File: config.mk
export PLATFORM = sky130hd
export DESIGN_NAME = refcounted_ring_slot_allocator_flat
export DESIGN_NICKNAME = d
export VERILOG_FILES = /design/src/rtl/rrsa_pkg.sv /design/src/rtl/rrsa_if.sv /design/src/rtl/rrsa_ram.sv /design/src/rtl/rrsa_div.sv /design/src/rtl/rrsa_dp.sv /design/src/rtl/rrsa_ctrl.sv /design/src/rtl/refcounted_ring_slot_allocator.sv /design/src/flat_wrapper.sv
export SDC_FILE = /design/constraint.sdc
export NUM_CORES = 2
export LEC_CHECK = 0
export BUFFER_PORTS_ARGS = -buffer_cell sky130_fd_sc_hd__clkbuf_2
export CAP_MARGIN = 15
export CORE_ASPECT_RATIO = 0.6
export CORE_UTILIZATION = 40
export CTS_CLUSTER_DIAMETER = 50
export CTS_CLUSTER_SIZE = 8
export DETAILED_ROUTE_END_ITERATION = 8
export GPL_TIMING_DRIVEN = 0
export PLACE_DENSITY = 0.6
export SKIP_LAST_GASP = 1
export SLEW_MARGIN = 0
export SYNTH_ARGS = -nofsm -noshare
export SYNTH_HDL_FRONTEND = slang
export SYNTH_SLANG_ARGS = --single-unit
File: constraint.sdc
create_clock -name clk -period 17.4 [get_ports clk]
set_input_delay 3.48 -clock clk [delete_from_list [all_inputs] [get_ports clk]]
set_output_delay 3.48 -clock clk [all_outputs]
set_load 0.02 [all_outputs]
File: src/rtl/rrsa_pkg.sv
// shared constants, codes and control types of the ring slot allocator
// no dependencies
package rrsa_pkg;

  localparam int MAX_SLOTS  = 256;
  localparam int COUNT_BITS = 8;
  localparam int SLOT_BITS  = $clog2(MAX_SLOTS);
  localparam int LEN_BITS   = $clog2(MAX_SLOTS + 1);

  localparam int OFF_W      = 31;
  localparam int ITEM_W     = 16;
  localparam int HDR_W      = 16;
  localparam int CFG_LEN_W  = 9;
  localparam int STRIDE_W   = ITEM_W + 1;
  localparam int STATUS_W   = 3;
  localparam int SIDX_W     = 8;
  localparam int KIND_W     = 2;
  localparam int CFG_IDX_W  = 2;
  localparam int CFG_DATA_W = 16;
  localparam int DIV_CNT_W  = $clog2(OFF_W + 1);
  localparam int PROD_W     = STRIDE_W + SLOT_BITS;

  // per-slot counter word in front of the payload
  localparam int SLOT_HDR_BYTES = 4;

  localparam int ITEM_BYTES_RST   = 64;
  localparam int SLOTS_IN_USE_RST = 256;
  localparam int HEADER_BYTES_RST = 64;

  localparam logic [COUNT_BITS-1:0] COUNT_MAX = {COUNT_BITS{1'b1}};

  typedef enum logic [KIND_W-1:0] {
    KIND_ALLOC   = 2'd0,
    KIND_SHARE   = 2'd1,
    KIND_DEALLOC = 2'd2
  } rrsa_kind_t;

  typedef enum logic [STATUS_W-1:0] {
    STS_DONE    = 3'd0,
    STS_FULL    = 3'd1,
    STS_EMPTY   = 3'd2,
    STS_REFD    = 3'd3,
    STS_NOTUSED = 3'd4
  } rrsa_status_t;

  typedef enum logic [CFG_IDX_W-1:0] {
    REG_ITEM_BYTES   = 2'd0,
    REG_SLOTS_IN_USE = 2'd1,
    REG_HEADER_BYTES = 2'd2
  } rrsa_reg_t;

  typedef enum logic [2:0] {
    S_IDLE,
    S_DISPATCH,
    S_DIV,
    S_MUL,
    S_ALLOC,
    S_READ,
    S_UPDATE,
    S_FIN
  } rrsa_state_t;

  typedef struct packed {
    logic load;
    logic dispatch;
    logic div_start;
    logic mul;
    logic alloc_wr;
    logic rd;
    logic upd;
    logic fin;
  } rrsa_cmd_t;

  typedef struct packed {
    rrsa_kind_t kind;
    logic       full;
    logic       below_hdr;
    logic       div_last;
    logic       out_free;
  } rrsa_stat_t;

endpackage

File: src/rtl/rrsa_if.sv
// request, result and configuration channel interfaces
// depends on rrsa_pkg
interface rrsa_req_if;
  logic                        valid;
  logic                        ready;
  logic [rrsa_pkg::KIND_W-1:0] kind;
  logic [rrsa_pkg::OFF_W-1:0]  slot_offset;

  modport source (output valid, kind, slot_offset, input ready);
  modport sink (input valid, kind, slot_offset, output ready);
endinterface

interface rrsa_rsp_if;
  logic                          valid;
  logic                          ready;
  logic [rrsa_pkg::STATUS_W-1:0] status;
  logic [rrsa_pkg::OFF_W-1:0]    given_offset;
  logic [rrsa_pkg::SIDX_W-1:0]   slot_index;

  modport source (output valid, status, given_offset, slot_index, input ready);
  modport sink (input valid, status, given_offset, slot_index, output ready);
endinterface

interface rrsa_cfg_if;
  logic                            valid;
  logic                            ready;
  logic [rrsa_pkg::CFG_IDX_W-1:0]  index;
  logic [rrsa_pkg::CFG_DATA_W-1:0] data;

  modport source (output valid, index, data, input ready);
  modport sink (input valid, index, data, output ready);
endinterface

File: src/rtl/rrsa_ram.sv
// generic single-write, single-read ram with registered read data
// no dependencies
module rrsa_ram #(
  parameter int WIDTH = 8,
  parameter int DEPTH = 256
) (
  input  logic                     clk,
  input  logic                     we,
  input  logic [$clog2(DEPTH)-1:0] waddr,
  input  logic [WIDTH-1:0]         wdata,
  input  logic                     re,
  input  logic [$clog2(DEPTH)-1:0] raddr,
  output logic [WIDTH-1:0]         rdata
);

  logic [WIDTH-1:0] mem [DEPTH];
  logic [WIDTH-1:0] rdata_r;

  always_ff @(posedge clk) begin
    if (we) begin
      mem[waddr] <= wdata;
    end
    if (re) begin
      rdata_r <= mem[raddr];
    end
  end

  assign rdata = rdata_r;

endmodule

File: src/rtl/rrsa_div.sv
// restoring divider, one quotient bit per cycle
// depends on rrsa_pkg
module rrsa_div (
  input  logic                          clk,
  input  logic                          rst_n,
  input  logic                          start,
  input  logic [rrsa_pkg::OFF_W-1:0]    dividend,
  input  logic [rrsa_pkg::STRIDE_W-1:0] divisor,
  output logic                          last,
  output logic [rrsa_pkg::OFF_W-1:0]    quot,
  output logic [rrsa_pkg::STRIDE_W-1:0] rem
);

  logic                           busy_r, busy_nxt;
  logic [rrsa_pkg::DIV_CNT_W-1:0] cnt_r, cnt_nxt;
  logic [rrsa_pkg::OFF_W-1:0]     dq_r, dq_nxt;
  logic [rrsa_pkg::STRIDE_W-1:0]  rem_r, rem_nxt;
  logic [rrsa_pkg::STRIDE_W-1:0]  dvs_r, dvs_nxt;
  logic [rrsa_pkg::STRIDE_W:0]    trial;
  logic                           ge;

  // shifted partial remainder against the divisor
  assign trial = {rem_r, dq_r[rrsa_pkg::OFF_W-1]};
  assign ge    = trial >= {1'b0, dvs_r};

  always_comb begin
    busy_nxt = busy_r;
    cnt_nxt  = cnt_r;
    dq_nxt   = dq_r;
    rem_nxt  = rem_r;
    dvs_nxt  = dvs_r;
    if (start) begin
      busy_nxt = 1'b1;
      cnt_nxt  = rrsa_pkg::DIV_CNT_W'(rrsa_pkg::OFF_W);
      dq_nxt   = dividend;
      rem_nxt  = '0;
      dvs_nxt  = divisor;
    end else if (busy_r) begin
      rem_nxt  = ge ? rrsa_pkg::STRIDE_W'(trial - {1'b0, dvs_r})
                    : rrsa_pkg::STRIDE_W'(trial);
      dq_nxt   = {dq_r[rrsa_pkg::OFF_W-2:0], ge};
      cnt_nxt  = cnt_r - 1'b1;
      busy_nxt = (cnt_r != rrsa_pkg::DIV_CNT_W'(1));
    end
  end

  always_ff @(posedge clk) begin
    if (!rst_n) begin
      busy_r <= 1'b0;
      cnt_r  <= '0;
    end else begin
      busy_r <= busy_nxt;
      cnt_r  <= cnt_nxt;
    end
  end

  always_ff @(posedge clk) begin
    dq_r  <= dq_nxt;
    rem_r <= rem_nxt;
    dvs_r <= dvs_nxt;
  end

  assign last = busy_r && (cnt_r == rrsa_pkg::DIV_CNT_W'(1));
  assign quot = dq_r;
  assign rem  = rem_r;

endmodule

File: src/rtl/rrsa_dp.sv
// allocator datapath: registers, ring state, counter ram, divider, result register
// depends on rrsa_pkg, rrsa_ram, rrsa_div
module rrsa_dp (
  input  logic                            clk,
  input  logic                            rst_n,
  input  rrsa_pkg::rrsa_cmd_t             cmd,
  output rrsa_pkg::rrsa_stat_t            stat,
  input  logic [rrsa_pkg::KIND_W-1:0]     in_kind,
  input  logic [rrsa_pkg::OFF_W-1:0]      in_slot_offset,
  input  logic                            cfg_we,
  input  logic [rrsa_pkg::CFG_IDX_W-1:0]  cfg_index,
  input  logic [rrsa_pkg::CFG_DATA_W-1:0] cfg_data,
  input  logic                            out_ready,
  output logic                            out_valid,
  output logic [rrsa_pkg::STATUS_W-1:0]   out_status,
  output logic [rrsa_pkg::OFF_W-1:0]      out_given_offset,
  output logic [rrsa_pkg::SIDX_W-1:0]     out_slot_index
);

  // configuration
  logic [rrsa_pkg::ITEM_W-1:0]    item_bytes_r;
  logic [rrsa_pkg::CFG_LEN_W-1:0] slots_in_use_r;
  logic [rrsa_pkg::HDR_W-1:0]     header_bytes_r;

  // ring state
  logic [rrsa_pkg::SLOT_BITS-1:0] oldest_r, oldest_nxt;
  logic [rrsa_pkg::LEN_BITS-1:0]  used_r, used_nxt;
  logic [rrsa_pkg::MAX_SLOTS-1:0] cnt_valid_r;

  // request and intermediate values
  logic [rrsa_pkg::KIND_W-1:0]    kind_r;
  logic [rrsa_pkg::OFF_W-1:0]     off_r;
  logic [rrsa_pkg::PROD_W-1:0]    prod_r;
  logic                           vbit_r;

  // pending result and output register
  rrsa_pkg::rrsa_status_t         res_status_r;
  logic [rrsa_pkg::OFF_W-1:0]     res_given_r;
  logic [rrsa_pkg::SIDX_W-1:0]    res_sidx_r;
  logic                           out_valid_r;
  rrsa_pkg::rrsa_status_t         out_status_r;
  logic [rrsa_pkg::OFF_W-1:0]     out_given_r;
  logic [rrsa_pkg::SIDX_W-1:0]    out_sidx_r;

  logic [rrsa_pkg::LEN_BITS-1:0]   ring;
  logic [rrsa_pkg::STRIDE_W-1:0]   stride;
  logic [rrsa_pkg::LEN_BITS:0]     run_end;
  logic [rrsa_pkg::OFF_W-1:0]      diff;
  logic                            is_alloc;
  logic                            full;
  logic                            empty;
  logic                            below_hdr;
  logic [rrsa_pkg::OFF_W-1:0]      div_dividend;
  logic [rrsa_pkg::STRIDE_W-1:0]   div_divisor;
  logic                            div_last;
  logic [rrsa_pkg::OFF_W-1:0]      quot;
  logic [rrsa_pkg::STRIDE_W-1:0]   rem;
  logic [rrsa_pkg::SLOT_BITS-1:0]  q_slot;
  logic [rrsa_pkg::SLOT_BITS-1:0]  fwd_slot;
  logic                            q_valid;
  logic [31:0]                     given_calc;
  logic [rrsa_pkg::COUNT_BITS-1:0] rdata;
  logic [rrsa_pkg::COUNT_BITS-1:0] cnt;
  logic [rrsa_pkg::COUNT_BITS-1:0] cnt_inc;
  logic [rrsa_pkg::COUNT_BITS-1:0] cnt_dec;
  logic [rrsa_pkg::COUNT_BITS-1:0] upd_cnt;
  logic [rrsa_pkg::LEN_BITS:0]     e_pos;
  logic [rrsa_pkg::LEN_BITS-1:0]   q_inc;
  logic                            upd_write;
  logic                            upd_release;
  rrsa_pkg::rrsa_status_t          upd_status;
  rrsa_pkg::rrsa_status_t          early_status;
  logic                            ram_we;
  logic [rrsa_pkg::SLOT_BITS-1:0]  ram_waddr;
  logic [rrsa_pkg::COUNT_BITS-1:0] ram_wdata;

  // ring length clamped to 1 .. MAX_SLOTS
  always_comb begin
    if (slots_in_use_r == '0) begin
      ring = rrsa_pkg::LEN_BITS'(1);
    end else if (32'(slots_in_use_r) > 32'(rrsa_pkg::MAX_SLOTS)) begin
      ring = rrsa_pkg::LEN_BITS'(rrsa_pkg::MAX_SLOTS);
    end else begin
      ring = rrsa_pkg::LEN_BITS'(slots_in_use_r);
    end
  end

  assign stride    = {1'b0, item_bytes_r} + rrsa_pkg::STRIDE_W'(rrsa_pkg::SLOT_HDR_BYTES);
  assign run_end   = (rrsa_pkg::LEN_BITS+1)'(oldest_r) + (rrsa_pkg::LEN_BITS+1)'(used_r);
  assign diff      = off_r - rrsa_pkg::OFF_W'(header_bytes_r);
  assign is_alloc  = (kind_r == rrsa_pkg::KIND_ALLOC);
  assign full      = (used_r >= ring);
  assign empty     = (used_r == '0);
  assign below_hdr = (off_r < rrsa_pkg::OFF_W'(header_bytes_r));

  // the divider is shared: slot lookup by stride, or ring position modulo length
  assign div_dividend = is_alloc ? rrsa_pkg::OFF_W'(run_end) : diff;
  assign div_divisor  = is_alloc ? rrsa_pkg::STRIDE_W'(ring) : stride;

  rrsa_div u_div (
    .clk      (clk),
    .rst_n    (rst_n),
    .start    (cmd.div_start),
    .dividend (div_dividend),
    .divisor  (div_divisor),
    .last     (div_last),
    .quot     (quot),
    .rem      (rem)
  );

  assign q_slot     = quot[rrsa_pkg::SLOT_BITS-1:0];
  assign fwd_slot   = rem[rrsa_pkg::SLOT_BITS-1:0];
  assign q_valid    = (quot < rrsa_pkg::OFF_W'(ring));
  assign given_calc = 32'(header_bytes_r) + 32'(rrsa_pkg::SLOT_HDR_BYTES) + 32'(prod_r);

  // counters never written since reset read as zero
  assign cnt     = vbit_r ? rdata : '0;
  assign cnt_inc = (cnt != rrsa_pkg::COUNT_MAX) ? cnt + 1'b1 : cnt;
  assign cnt_dec = (cnt != '0) ? cnt - 1'b1 : cnt;

  // slot position along the run, unwrapped past the oldest slot
  assign e_pos = (rrsa_pkg::LEN_BITS+1)'(q_slot)
               + ((oldest_r > q_slot) ? (rrsa_pkg::LEN_BITS+1)'(ring) : '0);
  assign q_inc = rrsa_pkg::LEN_BITS'(q_slot) + 1'b1;

  always_comb begin
    upd_status  = rrsa_pkg::STS_NOTUSED;
    upd_write   = 1'b0;
    upd_release = 1'b0;
    upd_cnt     = cnt_dec;
    case (rrsa_pkg::rrsa_kind_t'(kind_r))
      rrsa_pkg::KIND_SHARE: begin
        upd_cnt = cnt_inc;
        if (q_valid) begin
          upd_write  = 1'b1;
          upd_status = rrsa_pkg::STS_DONE;
        end
      end
      rrsa_pkg::KIND_DEALLOC: begin
        if (empty) begin
          upd_status = rrsa_pkg::STS_EMPTY;
        end else if (q_valid) begin
          upd_write = 1'b1;
          if (cnt_dec != '0) begin
            upd_status = rrsa_pkg::STS_REFD;
          end else if (e_pos < run_end) begin
            upd_release = 1'b1;
            upd_status  = rrsa_pkg::STS_DONE;
          end
        end
      end
      default: begin
        upd_status = rrsa_pkg::STS_NOTUSED;
      end
    endcase
  end

  // result of requests that end without a lookup
  always_comb begin
    case (rrsa_pkg::rrsa_kind_t'(kind_r))
      rrsa_pkg::KIND_ALLOC:   early_status = rrsa_pkg::STS_FULL;
      rrsa_pkg::KIND_SHARE:   early_status = rrsa_pkg::STS_NOTUSED;
      rrsa_pkg::KIND_DEALLOC: early_status = empty ? rrsa_pkg::STS_EMPTY
                                                   : rrsa_pkg::STS_NOTUSED;
      default:                early_status = rrsa_pkg::STS_NOTUSED;
    endcase
  end

  assign ram_we    = cmd.alloc_wr || (cmd.upd && upd_write);
  assign ram_waddr = cmd.alloc_wr ? fwd_slot : q_slot;
  assign ram_wdata = cmd.alloc_wr ? rrsa_pkg::COUNT_BITS'(1) : upd_cnt;

  rrsa_ram #(
    .WIDTH (rrsa_pkg::COUNT_BITS),
    .DEPTH (rrsa_pkg::MAX_SLOTS)
  ) u_cnt_ram (
    .clk   (clk),
    .we    (ram_we),
    .waddr (ram_waddr),
    .wdata (ram_wdata),
    .re    (cmd.rd),
    .raddr (q_slot),
    .rdata (rdata)
  );

  always_comb begin
    oldest_nxt = oldest_r;
    used_nxt   = used_r;
    if (cmd.alloc_wr) begin
      used_nxt = used_r + 1'b1;
    end else if (cmd.upd && upd_release) begin
      used_nxt   = rrsa_pkg::LEN_BITS'(run_end - e_pos - 1'b1);
      oldest_nxt = (q_inc == ring) ? '0 : q_inc[rrsa_pkg::SLOT_BITS-1:0];
    end
  end

  always_ff @(posedge clk) begin
    if (!rst_n) begin
      item_bytes_r   <= rrsa_pkg::ITEM_W'(rrsa_pkg::ITEM_BYTES_RST);
      slots_in_use_r <= rrsa_pkg::CFG_LEN_W'(rrsa_pkg::SLOTS_IN_USE_RST);
      header_bytes_r <= rrsa_pkg::HDR_W'(rrsa_pkg::HEADER_BYTES_RST);
      oldest_r       <= '0;
      used_r         <= '0;
      cnt_valid_r    <= '0;
      out_valid_r    <= 1'b0;
    end else begin
      if (cfg_we) begin
        case (rrsa_pkg::rrsa_reg_t'(cfg_index))
          rrsa_pkg::REG_ITEM_BYTES:   item_bytes_r   <= rrsa_pkg::ITEM_W'(cfg_data);
          rrsa_pkg::REG_SLOTS_IN_USE: slots_in_use_r <= rrsa_pkg::CFG_LEN_W'(cfg_data);
          rrsa_pkg::REG_HEADER_BYTES: header_bytes_r <= rrsa_pkg::HDR_W'(cfg_data);
          default: ;
        endcase
      end
      oldest_r <= oldest_nxt;
      used_r   <= used_nxt;
      if (ram_we) begin
        cnt_valid_r[ram_waddr] <= 1'b1;
      end
      if (cmd.fin) begin
        out_valid_r <= 1'b1;
      end else if (out_ready) begin
        out_valid_r <= 1'b0;
      end
    end
  end

  always_ff @(posedge clk) begin
    if (cmd.load) begin
      kind_r <= in_kind;
      off_r  <= in_slot_offset;
    end
    if (cmd.mul) begin
      prod_r <= stride * fwd_slot;
    end
    if (cmd.rd) begin
      vbit_r <= cnt_valid_r[q_slot];
    end
    if (cmd.dispatch) begin
      res_status_r <= early_status;
      res_given_r  <= '0;
      res_sidx_r   <= '0;
    end else if (cmd.alloc_wr) begin
      res_status_r <= rrsa_pkg::STS_DONE;
      res_given_r  <= given_calc[rrsa_pkg::OFF_W-1:0];
      res_sidx_r   <= rrsa_pkg::SIDX_W'(fwd_slot);
    end else if (cmd.upd) begin
      res_status_r <= upd_status;
      res_given_r  <= '0;
      res_sidx_r   <= quot[rrsa_pkg::SIDX_W-1:0];
    end
    if (cmd.fin) begin
      out_status_r <= res_status_r;
      out_given_r  <= res_given_r;
      out_sidx_r   <= res_sidx_r;
    end
  end

  assign stat.kind      = rrsa_pkg::rrsa_kind_t'(kind_r);
  assign stat.full      = full;
  assign stat.below_hdr = below_hdr;
  assign stat.div_last  = div_last;
  assign stat.out_free  = !out_valid_r || out_ready;

  assign out_valid        = out_valid_r;
  assign out_status       = out_status_r;
  assign out_given_offset = out_given_r;
  assign out_slot_index   = out_sidx_r;

endmodule

File: src/rtl/rrsa_ctrl.sv
// allocator sequencer: one request at a time through lookup and counter update
// depends on rrsa_pkg
module rrsa_ctrl (
  input  logic                  clk,
  input  logic                  rst_n,
  input  logic                  in_valid,
  output logic                  in_ready,
  input  rrsa_pkg::rrsa_stat_t  stat,
  output rrsa_pkg::rrsa_cmd_t   cmd
);

  rrsa_pkg::rrsa_state_t state_r, state_nxt;

  always_ff @(posedge clk) begin
    if (!rst_n) begin
      state_r <= rrsa_pkg::S_IDLE;
    end else begin
      state_r <= state_nxt;
    end
  end

  always_comb begin
    state_nxt = state_r;
    cmd       = '0;
    in_ready  = 1'b0;
    case (state_r)
      rrsa_pkg::S_IDLE: begin
        in_ready = 1'b1;
        if (in_valid) begin
          cmd.load  = 1'b1;
          state_nxt = rrsa_pkg::S_DISPATCH;
        end
      end
      rrsa_pkg::S_DISPATCH: begin
        cmd.dispatch = 1'b1;
        case (stat.kind)
          rrsa_pkg::KIND_ALLOC: begin
            if (stat.full) begin
              state_nxt = rrsa_pkg::S_FIN;
            end else begin
              cmd.div_start = 1'b1;
              state_nxt     = rrsa_pkg::S_DIV;
            end
          end
          rrsa_pkg::KIND_SHARE, rrsa_pkg::KIND_DEALLOC: begin
            if (stat.below_hdr) begin
              state_nxt = rrsa_pkg::S_FIN;
            end else begin
              cmd.div_start = 1'b1;
              state_nxt     = rrsa_pkg::S_DIV;
            end
          end
          default: begin
            state_nxt = rrsa_pkg::S_FIN;
          end
        endcase
      end
      rrsa_pkg::S_DIV: begin
        if (stat.div_last) begin
          state_nxt = (stat.kind == rrsa_pkg::KIND_ALLOC) ? rrsa_pkg::S_MUL
                                                          : rrsa_pkg::S_READ;
        end
      end
      rrsa_pkg::S_MUL: begin
        cmd.mul   = 1'b1;
        state_nxt = rrsa_pkg::S_ALLOC;
      end
      rrsa_pkg::S_ALLOC: begin
        cmd.alloc_wr = 1'b1;
        state_nxt    = rrsa_pkg::S_FIN;
      end
      rrsa_pkg::S_READ: begin
        cmd.rd    = 1'b1;
        state_nxt = rrsa_pkg::S_UPDATE;
      end
      rrsa_pkg::S_UPDATE: begin
        cmd.upd   = 1'b1;
        state_nxt = rrsa_pkg::S_FIN;
      end
      rrsa_pkg::S_FIN: begin
        if (stat.out_free) begin
          cmd.fin   = 1'b1;
          state_nxt = rrsa_pkg::S_IDLE;
        end
      end
      default: begin
        state_nxt = rrsa_pkg::S_IDLE;
      end
    endcase
  end

endmodule

File: src/rtl/refcounted_ring_slot_allocator.sv
// top level of the reference-counted ring slot allocator
// depends on rrsa_pkg, rrsa_if, rrsa_ctrl, rrsa_dp
//
// Ring of fixed-size slots with a per-slot reference counter. Slot k sits at byte
// offset header_bytes + 4 + (item_bytes + 4) * k. Allocate takes the slot after the
// used run, sets its count to 1 and returns the offset; share maps an offset back to
// a slot and bumps its count (saturating); deallocate drops the count and, once it
// reaches zero inside the used run, releases that slot and every older one. Each
// request yields exactly one result. Requests are handled one at a time: a request
// that needs a lookup goes from dispatch through the 31-step restoring divider (one
// quotient bit per cycle) that turns an offset into a slot index, or for allocate
// reduces the ring position modulo the ring length, then through multiply or
// counter read, counter write and finish to the result register; the next request
// is taken once the sequencer is idle again. Allocate on a full ring, share or
// deallocate below the header, and unknown kinds go from dispatch straight to
// finish. A finished result sits in an output register, so the next request is
// accepted while the previous result waits to be taken; a result waiting there
// holds the finish step of the following request. Counters are held in a 256-entry
// ram with a valid bit per entry that reset clears, so the block is ready right
// after reset. Configuration writes are always accepted and must only be issued
// while no request is in flight.
module refcounted_ring_slot_allocator (
  input  logic       clk,
  input  logic       rst_n,
  rrsa_req_if.sink   in_req,
  rrsa_rsp_if.source out_rsp,
  rrsa_cfg_if.sink   cfg_wr
);

  rrsa_pkg::rrsa_cmd_t  cmd;
  rrsa_pkg::rrsa_stat_t stat;

  // configuration registers take a write every cycle
  assign cfg_wr.ready = 1'b1;

  // sequencer: accepts a request only when idle
  rrsa_ctrl u_ctrl (
    .clk      (clk),
    .rst_n    (rst_n),
    .in_valid (in_req.valid),
    .in_ready (in_req.ready),
    .stat     (stat),
    .cmd      (cmd)
  );

  // ring state, counter ram, divider and result register
  rrsa_dp u_dp (
    .clk              (clk),
    .rst_n            (rst_n),
    .cmd              (cmd),
    .stat             (stat),
    .in_kind          (in_req.kind),
    .in_slot_offset   (in_req.slot_offset),
    .cfg_we           (cfg_wr.valid),
    .cfg_index        (cfg_wr.index),
    .cfg_data         (cfg_wr.data),
    .out_ready        (out_rsp.ready),
    .out_valid        (out_rsp.valid),
    .out_status       (out_rsp.status),
    .out_given_offset (out_rsp.given_offset),
    .out_slot_index   (out_rsp.slot_index)
  );

endmodule

File: src/flat_wrapper.sv
// flat-port wrapper written by rule: the top's interface ports become plain ports
module refcounted_ring_slot_allocator_flat 
  (clk, rst_n, in_req_valid, in_req_kind, in_req_slot_offset, in_req_ready, out_rsp_valid, out_rsp_status, out_rsp_given_offset, out_rsp_slot_index, out_rsp_ready, cfg_wr_valid, cfg_wr_index, cfg_wr_data, cfg_wr_ready);
  rrsa_req_if in_req_i ();
  rrsa_rsp_if out_rsp_i ();
  rrsa_cfg_if cfg_wr_i ();
  input  logic clk;
  input  logic rst_n;
  input wire logic [$bits(in_req_i.valid)-1:0] in_req_valid;
  input wire logic [$bits(in_req_i.kind)-1:0] in_req_kind;
  input wire logic [$bits(in_req_i.slot_offset)-1:0] in_req_slot_offset;
  output wire logic [$bits(in_req_i.ready)-1:0] in_req_ready;
  output wire logic [$bits(out_rsp_i.valid)-1:0] out_rsp_valid;
  output wire logic [$bits(out_rsp_i.status)-1:0] out_rsp_status;
  output wire logic [$bits(out_rsp_i.given_offset)-1:0] out_rsp_given_offset;
  output wire logic [$bits(out_rsp_i.slot_index)-1:0] out_rsp_slot_index;
  input wire logic [$bits(out_rsp_i.ready)-1:0] out_rsp_ready;
  input wire logic [$bits(cfg_wr_i.valid)-1:0] cfg_wr_valid;
  input wire logic [$bits(cfg_wr_i.index)-1:0] cfg_wr_index;
  input wire logic [$bits(cfg_wr_i.data)-1:0] cfg_wr_data;
  output wire logic [$bits(cfg_wr_i.ready)-1:0] cfg_wr_ready;
  assign in_req_i.valid = in_req_valid;
  assign in_req_i.kind = in_req_kind;
  assign in_req_i.slot_offset = in_req_slot_offset;
  assign in_req_ready = in_req_i.ready;
  assign out_rsp_valid = out_rsp_i.valid;
  assign out_rsp_status = out_rsp_i.status;
  assign out_rsp_given_offset = out_rsp_i.given_offset;
  assign out_rsp_slot_index = out_rsp_i.slot_index;
  assign out_rsp_i.ready = out_rsp_ready;
  assign cfg_wr_i.valid = cfg_wr_valid;
  assign cfg_wr_i.index = cfg_wr_index;
  assign cfg_wr_i.data = cfg_wr_data;
  assign cfg_wr_ready = cfg_wr_i.ready;
  refcounted_ring_slot_allocator u_core (.clk(clk), .rst_n(rst_n), .in_req(in_req_i), .out_rsp(out_rsp_i), .cfg_wr(cfg_wr_i));
endmodule
## After elaboration in Yosys (flattened, before gate mapping)

Memories as Yosys holds them, arrays and structs flattened. A register that Yosys moved wholly into a read port is not among the register bits.
Cells that the tools add are included.

| storage, ports and cells | value |
|---|---|
| flip-flop bits (word level) | 532 |
| memories | 1 |
| RAM bits | 2048 |
| input port bits | 56 |

Memories:

| memory | words | width | rd ports | clocked after memory_dff | write ports | RTL line | source |
|---|---|---|---|---|---|---|---|
| u_core.u_dp.u_cnt_ram.mem | 256 | 8 | 1 | 1 | 1 | rrsa_ram.sv:16 | `logic [WIDTH-1:0] mem [DEPTH];` |

| cells by class | value |
|---|---|
| add/sub/neg operators | 14 |
| equal/unequal tests | 18 |
| multipliers | 1 |
| multiplexer cells | 73 |
| bitwise gates (word level) | 2 |
| $lt $le $gt $ge | 10 |
| reduce and logical (&&, ||, !) cells | 26 |

Operators by type and width:

| kind | number |
|---|---|
| OR 256 bit | 1 |
| two-way mux 31 bit | 5 |
| two-way mux 8 bit | 9 |
| two-way mux 9 bit | 6 |
| two-way mux 3 bit | 15 |
| adder 16 x 3 -> 17 bit (second input constant) | 2 |
| less-than comparator 31 x 16 -> 1 bit | 1 |
| less-than comparator 31 x 9 -> 1 bit | 1 |
| subtractor 31 x 16 -> 31 bit | 1 |
| adder 17 x 25 -> 26 bit | 1 |
| two-way mux 1 bit | 26 |
| multiplier 17 x 8 -> 25 bit | 1 |
| one-hot mux 3 bit (7 select lines) | 1 |
| adder 8 x 9 -> 10 bit | 2 |
| greater-or-equal comparator 18 x 17 -> 1 bit | 1 |
| logical NOT 9 bit | 2 |
| less-than comparator 8 x 9 -> 1 bit (second input constant) | 2 |
| one-hot mux 3 bit (2 select lines) | 3 |
| two-way mux 17 bit | 1 |
| subtractor 17 bit | 1 |
| nonzero test 8 bit | 2 |
| == test 3 bit (second input constant) | 4 |
| less-than comparator 10 bit | 1 |
| two-way mux 5 bit | 2 |
| 36 further kinds | 53 |

## Logic depth before layout (Yosys ltp)

| logic depth | value |
|---|---|
| word-level depth | 14 |
| depth in mapped cells | 31 |

## Modules after synthesis

Synthesis repeated with hierarchy kept, for this count alone.

| second synthesis, totals | value |
|---|---|
| cell total of the unflattened synthesis | 6950 |
| area, all modules | 110497.2 sq um |

By module, submodules not included:

| module | instances | seq. area each (sq um) | area an instance (sq um) | cells each |
|---|---|---|---|---|
| rrsa_ram | 1 | 61739.2 | 79636.4 | 3733 |
| rrsa_dp | 1 | 9959.6 | 26746.9 | 2840 |
| rrsa_div | 1 | 1901.8 | 3784.9 | 333 |
| rrsa_ctrl | 1 | 60.1 | 317.8 | 42 |
| refcounted_ring_slot_allocator | 1 | 0.0 | 11.3 | 2 |

## Least setup slack after synthesis

No wires, ideal clock.

| timing | value |
|---|---|
| kind | reg2reg |
| start point | register u_core.u_dp.u_cnt_ram.rdata_r[2] (netlist: u_core.u_dp.u_cnt_ram.rdata[2]) (read register of u_core.u_dp.u_cnt_ram.mem) |
| end point | memory u_core.u_dp.u_cnt_ram.mem[0][5], data pin |
| period minus slack after synthesis | 14846 ps |
| arrival time | 12418 ps |
| buffers on the path | 1 |
| slack | 2554 ps |
| required time | 14972 ps |
| stages on the path, launching flop included | 7 |
| setup time | 2428 ps |
| cell sequence | edfxtp_1 -> buf_2 -> and3_1 -> nand3_1 -> xnor2_1 -> nand2_1 -> a311oi_1 |

| on the way | value |
|---|---|
| longest elaborated chain between the ends | 5 |

RTL lines:

| what | RTL line | source |
|---|---|---|
| from (decl) | rrsa_ram.sv:17 | `logic [WIDTH-1:0] rdata_r;` |
| two-way mux 8 bit (*) | rrsa_dp.sv:117 | `assign cnt = vbit_r ? rdata : '0;` |
| subtractor 8 x 1 -> 8 bit (tied with other cells) | rrsa_dp.sv:119 | `assign cnt_dec = (cnt != '0) ? cnt - 1'b1 : cnt;` |
| two-way mux 8 bit, on equally long branches | rrsa_dp.sv:119, rrsa_dp.sv:118 |  |
| two-way mux 8 bit (*) | rrsa_dp.sv:131 | `case (rrsa_pkg::rrsa_kind_t'(kind_r))` |
| two-way mux 8 bit (*) | rrsa_dp.sv:171 | `assign ram_wdata = cmd.alloc_wr ? rrsa_pkg::COUNT_BITS'(1) : upd_cnt;` |
| via u_core.u_dp.ram_wdata, one bit | rrsa_dp.sv:75 | `logic [rrsa_pkg::COUNT_BITS-1:0] ram_wdata;` |
| to (decl) | rrsa_ram.sv:16 |  |

The timed path passes the listed nets; every way through them passes the cells marked *.

## Worst setup path after layout

| timing | value |
|---|---|
| start point | register u_core.u_dp.u_div.dq_r (netlist bit u_core.u_dp.u_div.quot[2]) |
| end point | register u_core.u_dp.oldest_r[3] in the netlist's numbering |

| on the way | value |
|---|---|
| longest elaborated chain between the ends | 11 |

RTL lines:

| what | RTL line | source |
|---|---|---|
| from (decl) | rrsa_div.sv:16 | `logic [rrsa_pkg::OFF_W-1:0] dq_r, dq_nxt;` |
| from (signal assigned) | rrsa_div.sv:58 | `dq_r <= dq_nxt;` |
| greater-than comparator 8 bit | rrsa_dp.sv:123 | `+ ((oldest_r > q_slot) ? (rrsa_pkg::LEN_BITS+1)'(ring) : '0);` |
| two-way mux 9 bit | rrsa_dp.sv:123 |  |
| adder 8 x 9 -> 10 bit | rrsa_dp.sv:123 |  |
| less-than comparator 10 bit | rrsa_dp.sv:146 | `end else if (e_pos < run_end) begin` |
| two-way mux 1 bit | rrsa_dp.sv:146 |  |
| two-way mux 1 bit | rrsa_dp.sv:144 | `if (cnt_dec != '0) begin` |
| two-way mux 1 bit | rrsa_dp.sv:142 | `end else if (q_valid) begin` |
| two-way mux 1 bit | rrsa_dp.sv:140 | `if (empty) begin` |
| two-way mux 1 bit | rrsa_dp.sv:131 |  |
| logical AND 1 bit | rrsa_dp.sv:191 | `end else if (cmd.upd && upd_release) begin` |
| AND reduction 2 bit (no source line) | - |  |
| to (signal assigned) | rrsa_dp.sv:215 | `oldest_r <= oldest_nxt;` |
| to (decl) | rrsa_dp.sv:26 | `logic [rrsa_pkg::SLOT_BITS-1:0] oldest_r, oldest_nxt;` |

Parallel ways exist; a longest one is shown, timed or not.
A chain may end at the register's enable or synchronous reset.

==> key figures <==
Status
  • Status: complete, but fails checks
  • Failing checks: max-capacitance violations, max-slew violations

Synthesis
  • Most used DFF post-synth: edfxtp_1
  • Post-synth top area cell: edfxtp_1
  • Post-Syn Area: 109000 µm²
  • Synth warn: 0
  • Synth area leaders: edfxtp_1 (61%), mux4_2 (14%), dfxtp_1 (6.9%), ha_1 (2.1%), o21a_1 (2.0%)
  • Avg Synthesized Cell Area: 17.3 µm²
  • Gate Count Post-Synth: 6304
  • Post-synth top area share: 0.606
  • Sequential fraction of the synthesis area: 0.675
  • Asr flop ratio synth: 0
  • Synth unique cells: 89
  • Register bit total from synthesis: 2578
  • Number of flops mapped to enable cells by yosys: 2203

Clocking
  • H-tree depth: 5
  • Root Buffer: clkbuf_16
  • Maximum buffer depth of the clock tree: 4
  • Post-CTS Setup Inserts: 0
  • CTS Buf Count: 367
  • Hold buffers post-CTS: 0
  • CTS tree: yes
  • Post_cts resized: 0
  • Clock latency on the worst-skew pair: 0.92 ns
  • Sink Count: 2578
  • Clock Pin Slew Worst Setup and Hold Paths: 0.06 ns

Layout
  • Commonest non-fill, non-tap cell in the layout: edfxtp_1
  • Finished Core Util: 0.474
  • Most frequent cells in the layout: edfxtp_1 (2203), mux4_2 (689), nor2_1 (422), clkbuf_1 (385), dfxtp_1 (375)
  • Syn-to-layout area delta: 17.9%
  • Non-Filler Instances: 10900
  • Share of cells above drive strength 1: 0.237
  • Final #Nets: 7364

GRT
  • GRT met2 Usage: 0.362
  • Vias in the first global route: 64300
  • Remaining global-route overflow: 0
  • M3 GR Usage: 0.194
  • Overall Global Routing Usage: 0.307
  • Most Crowded Layer GR: met1
  • Met1 global-route usage: 0.448
  • First-pass GRT wire length: 568000 µm
  • Largest net degree at the start of global routing: 60
  • Initial antenna violation count: 41

Placement
  • Port bufs: 93
  • Placer Congestion: 0.985
  • Hpwl dp: 309000 µm
  • Pre-CTS WS: 7.16 ns
  • Cell count after placement: 10200

Floorplan
  • Die area: 275000 µm²
  • Initial core utilization: 0.402
  • Die height: 407 µm
  • Die X: 676 µm
  • I/O pin cnt: 101
  • Rows: 148
  • Total core area: 271000 µm²

Routing
  • DRC: 0
  • Detailed Route Iter0 Violations: 14300
  • DR vias: 71300
  • DR vias/cell: 6.52
  • DRT Pass-1 Iters: 9
  • DR WL/cell: 39.6 µm
  • Detailed-route wire length: 433000 µm
  • Antenna Nets Post-Route: 0

Timing
  • RSZ-0062 raised after global routing: false
  • Layout Skew: 0.0845 ns
  • Endpoints failing setup: 0
  • Max frequency: 0.0926 GHz
  • Max-slew headroom: -0.0194
  • Final worst slack: 6.60 ns
  • Crit share post-route: 0.621
  • Hold violation count in the final report: 0
  • Final Hold Slack: 0.413 ns
  • Worst Tran Pin Value: 1.53 ns
  • Final min period: 10.80 ns
  • Final-report max-slew violation count: 11

Critical path
  • Arr. time, crit path: 11.64 ns
  • Crit. End Element: flop
  • CP max-delay cell: buf_2
  • Worst Setup Path Type: flop to flop
  • Critical Path Fanout Max: 10
  • Startpoint Class: flop
  • Req. time, crit path: 18.24 ns
  • Slowest stage delay, CP: 1.02 ns
  • Most frequent CP cell: a21oi_1

Power and ir drop
  • Pwr dens: 127 nW/µm²
  • Leakage: 43.1 nW
  • Peak supply drop: 0.120 mV

Run
  • MaxCap Viol Count: 1

Hold path
  • HP Class: flop to flop
## cell usage after synthesis, drive strengths merged, types with 17 or more instances
cell        n
and3       17
xor2       49
a21oi     149
a221oi     17
nand4      32
clkbuf    194
mux2i     103
nand3      51
buf       158
o2bb2ai    19
nor3       61
edfxtp   2203
a21o       27
nand2     332
and2       76
nand2b     26
nor2      430
xnor2      78
inv       198
a31oi      20
or3        21
dfxtp     375
o21a      289
mux4      689
nor2b      35
o21ai     105
o31ai      24
a211oi     35
ha        183
fa         96
## per-layer routing
| layer | vias to the layer above | part of all wire |
|---|---|---|
| met5 | - | 0.0030 |
| met4 | 41 | 0.035 |
| met3 | 937 | 0.20 |
| met2 | 6553 | 0.36 |
| met1 | 37400 | 0.40 |
| li1 | 26400 | - |
## flip-flops by register name, summed over array words and instances, names as in the netlist, 9 cells and up
| name | count |
|---|---|
| u_core.u_dp.off_r | 31 |
| u_core.u_dp.u_cnt_ram.mem | 2048 |
| u_core.u_dp.slots_in_use_r | 9 |
| u_core.u_dp.cnt_valid_r | 256 |
| u_core.u_dp.header_bytes_r | 16 |
| u_core.u_dp.used_r | 9 |
| u_core.u_dp.prod_r | 25 |
| u_core.u_dp.u_div.rem | 17 |
| u_core.u_dp.u_div.dvs_r | 17 |
| u_core.u_dp.u_div.quot | 31 |
| u_core.u_dp.out_given_offset | 26 |
| u_core.u_dp.item_bytes_r | 16 |
| u_core.u_dp.res_given_r | 26 |
## critical path, delay by kind of cell (launching register included)
| kind | cells | cell delay [ns] |
|---|---|---|
| fa+ha+maj | 3 | 1.09 |
| simple gates | 4 | 0.85 |
| buf+inv | 9 | 4.78 |
| xor+xnor | 1 | 0.19 |
| flops | 1 | 0.59 |
| compound gates | 15 | 3.10 |
## path summary, 6_finish.rpt
| path | from | end | slack, ns | cells past startpoint |
|---|---|---|---|---|
| worst max-delay path | u_core.u_dp.u_div.quot[2] | u_core.u_dp.oldest_r[3] | 6.60 | 32 |
| worst min-delay path | u_core.u_dp.res_status_r[0] | u_core.u_dp.out_status[0] | 0.41 | 0 |
| worst max register to register | u_core.u_dp.u_div.quot[2] | u_core.u_dp.oldest_r[3] | 6.60 | 32 |
| worst min register to register | u_core.u_dp.res_status_r[0] | u_core.u_dp.out_status[0] | 0.41 | 0 |
## power by group
group	internal, mW	switching, mW	total (mW)
clock	3.99	2.75	6.74
sequential	6.81	0.0695	6.88
combinational	0.913	1.85	2.76
total	11.7	4.67	16.4
## area by class of cell
cell class	count	area, µm²
clock inverters	23	323
multi-input cells	3178	33200
inverters	200	751
clock buffers	623	10300
plain buffers	352	1830
diodes	28	70.1
well taps	3600	4500
repair buffers	352	3980
flip-flops and latches	2578	73700
fillers	22700	143000
## through the flow
stage	setup TNS (ns)	power [mW]	instance area, µm²
finish	0	16.4	129000
global route	0	16.7	129000
CTS	0	16.2	128000
detailed placement	0	9.59	118000
global placement	-6296.10	9.58	114000
floorplan	0	8.43	109000
## cells by family after synthesis
family / share of synthesized area
and+or+nand+nor: 0.0473
xor gates and xnor gates: 0.0102
adders and majority gates: 0.0386
DFF: 0.675
AOI/OAI and AO/OA: 0.0530
muxes: 0.153
buffers and inverters: 0.0228
other: 0.0000688
Note: power is estimated with default switching activity, not from simulation.
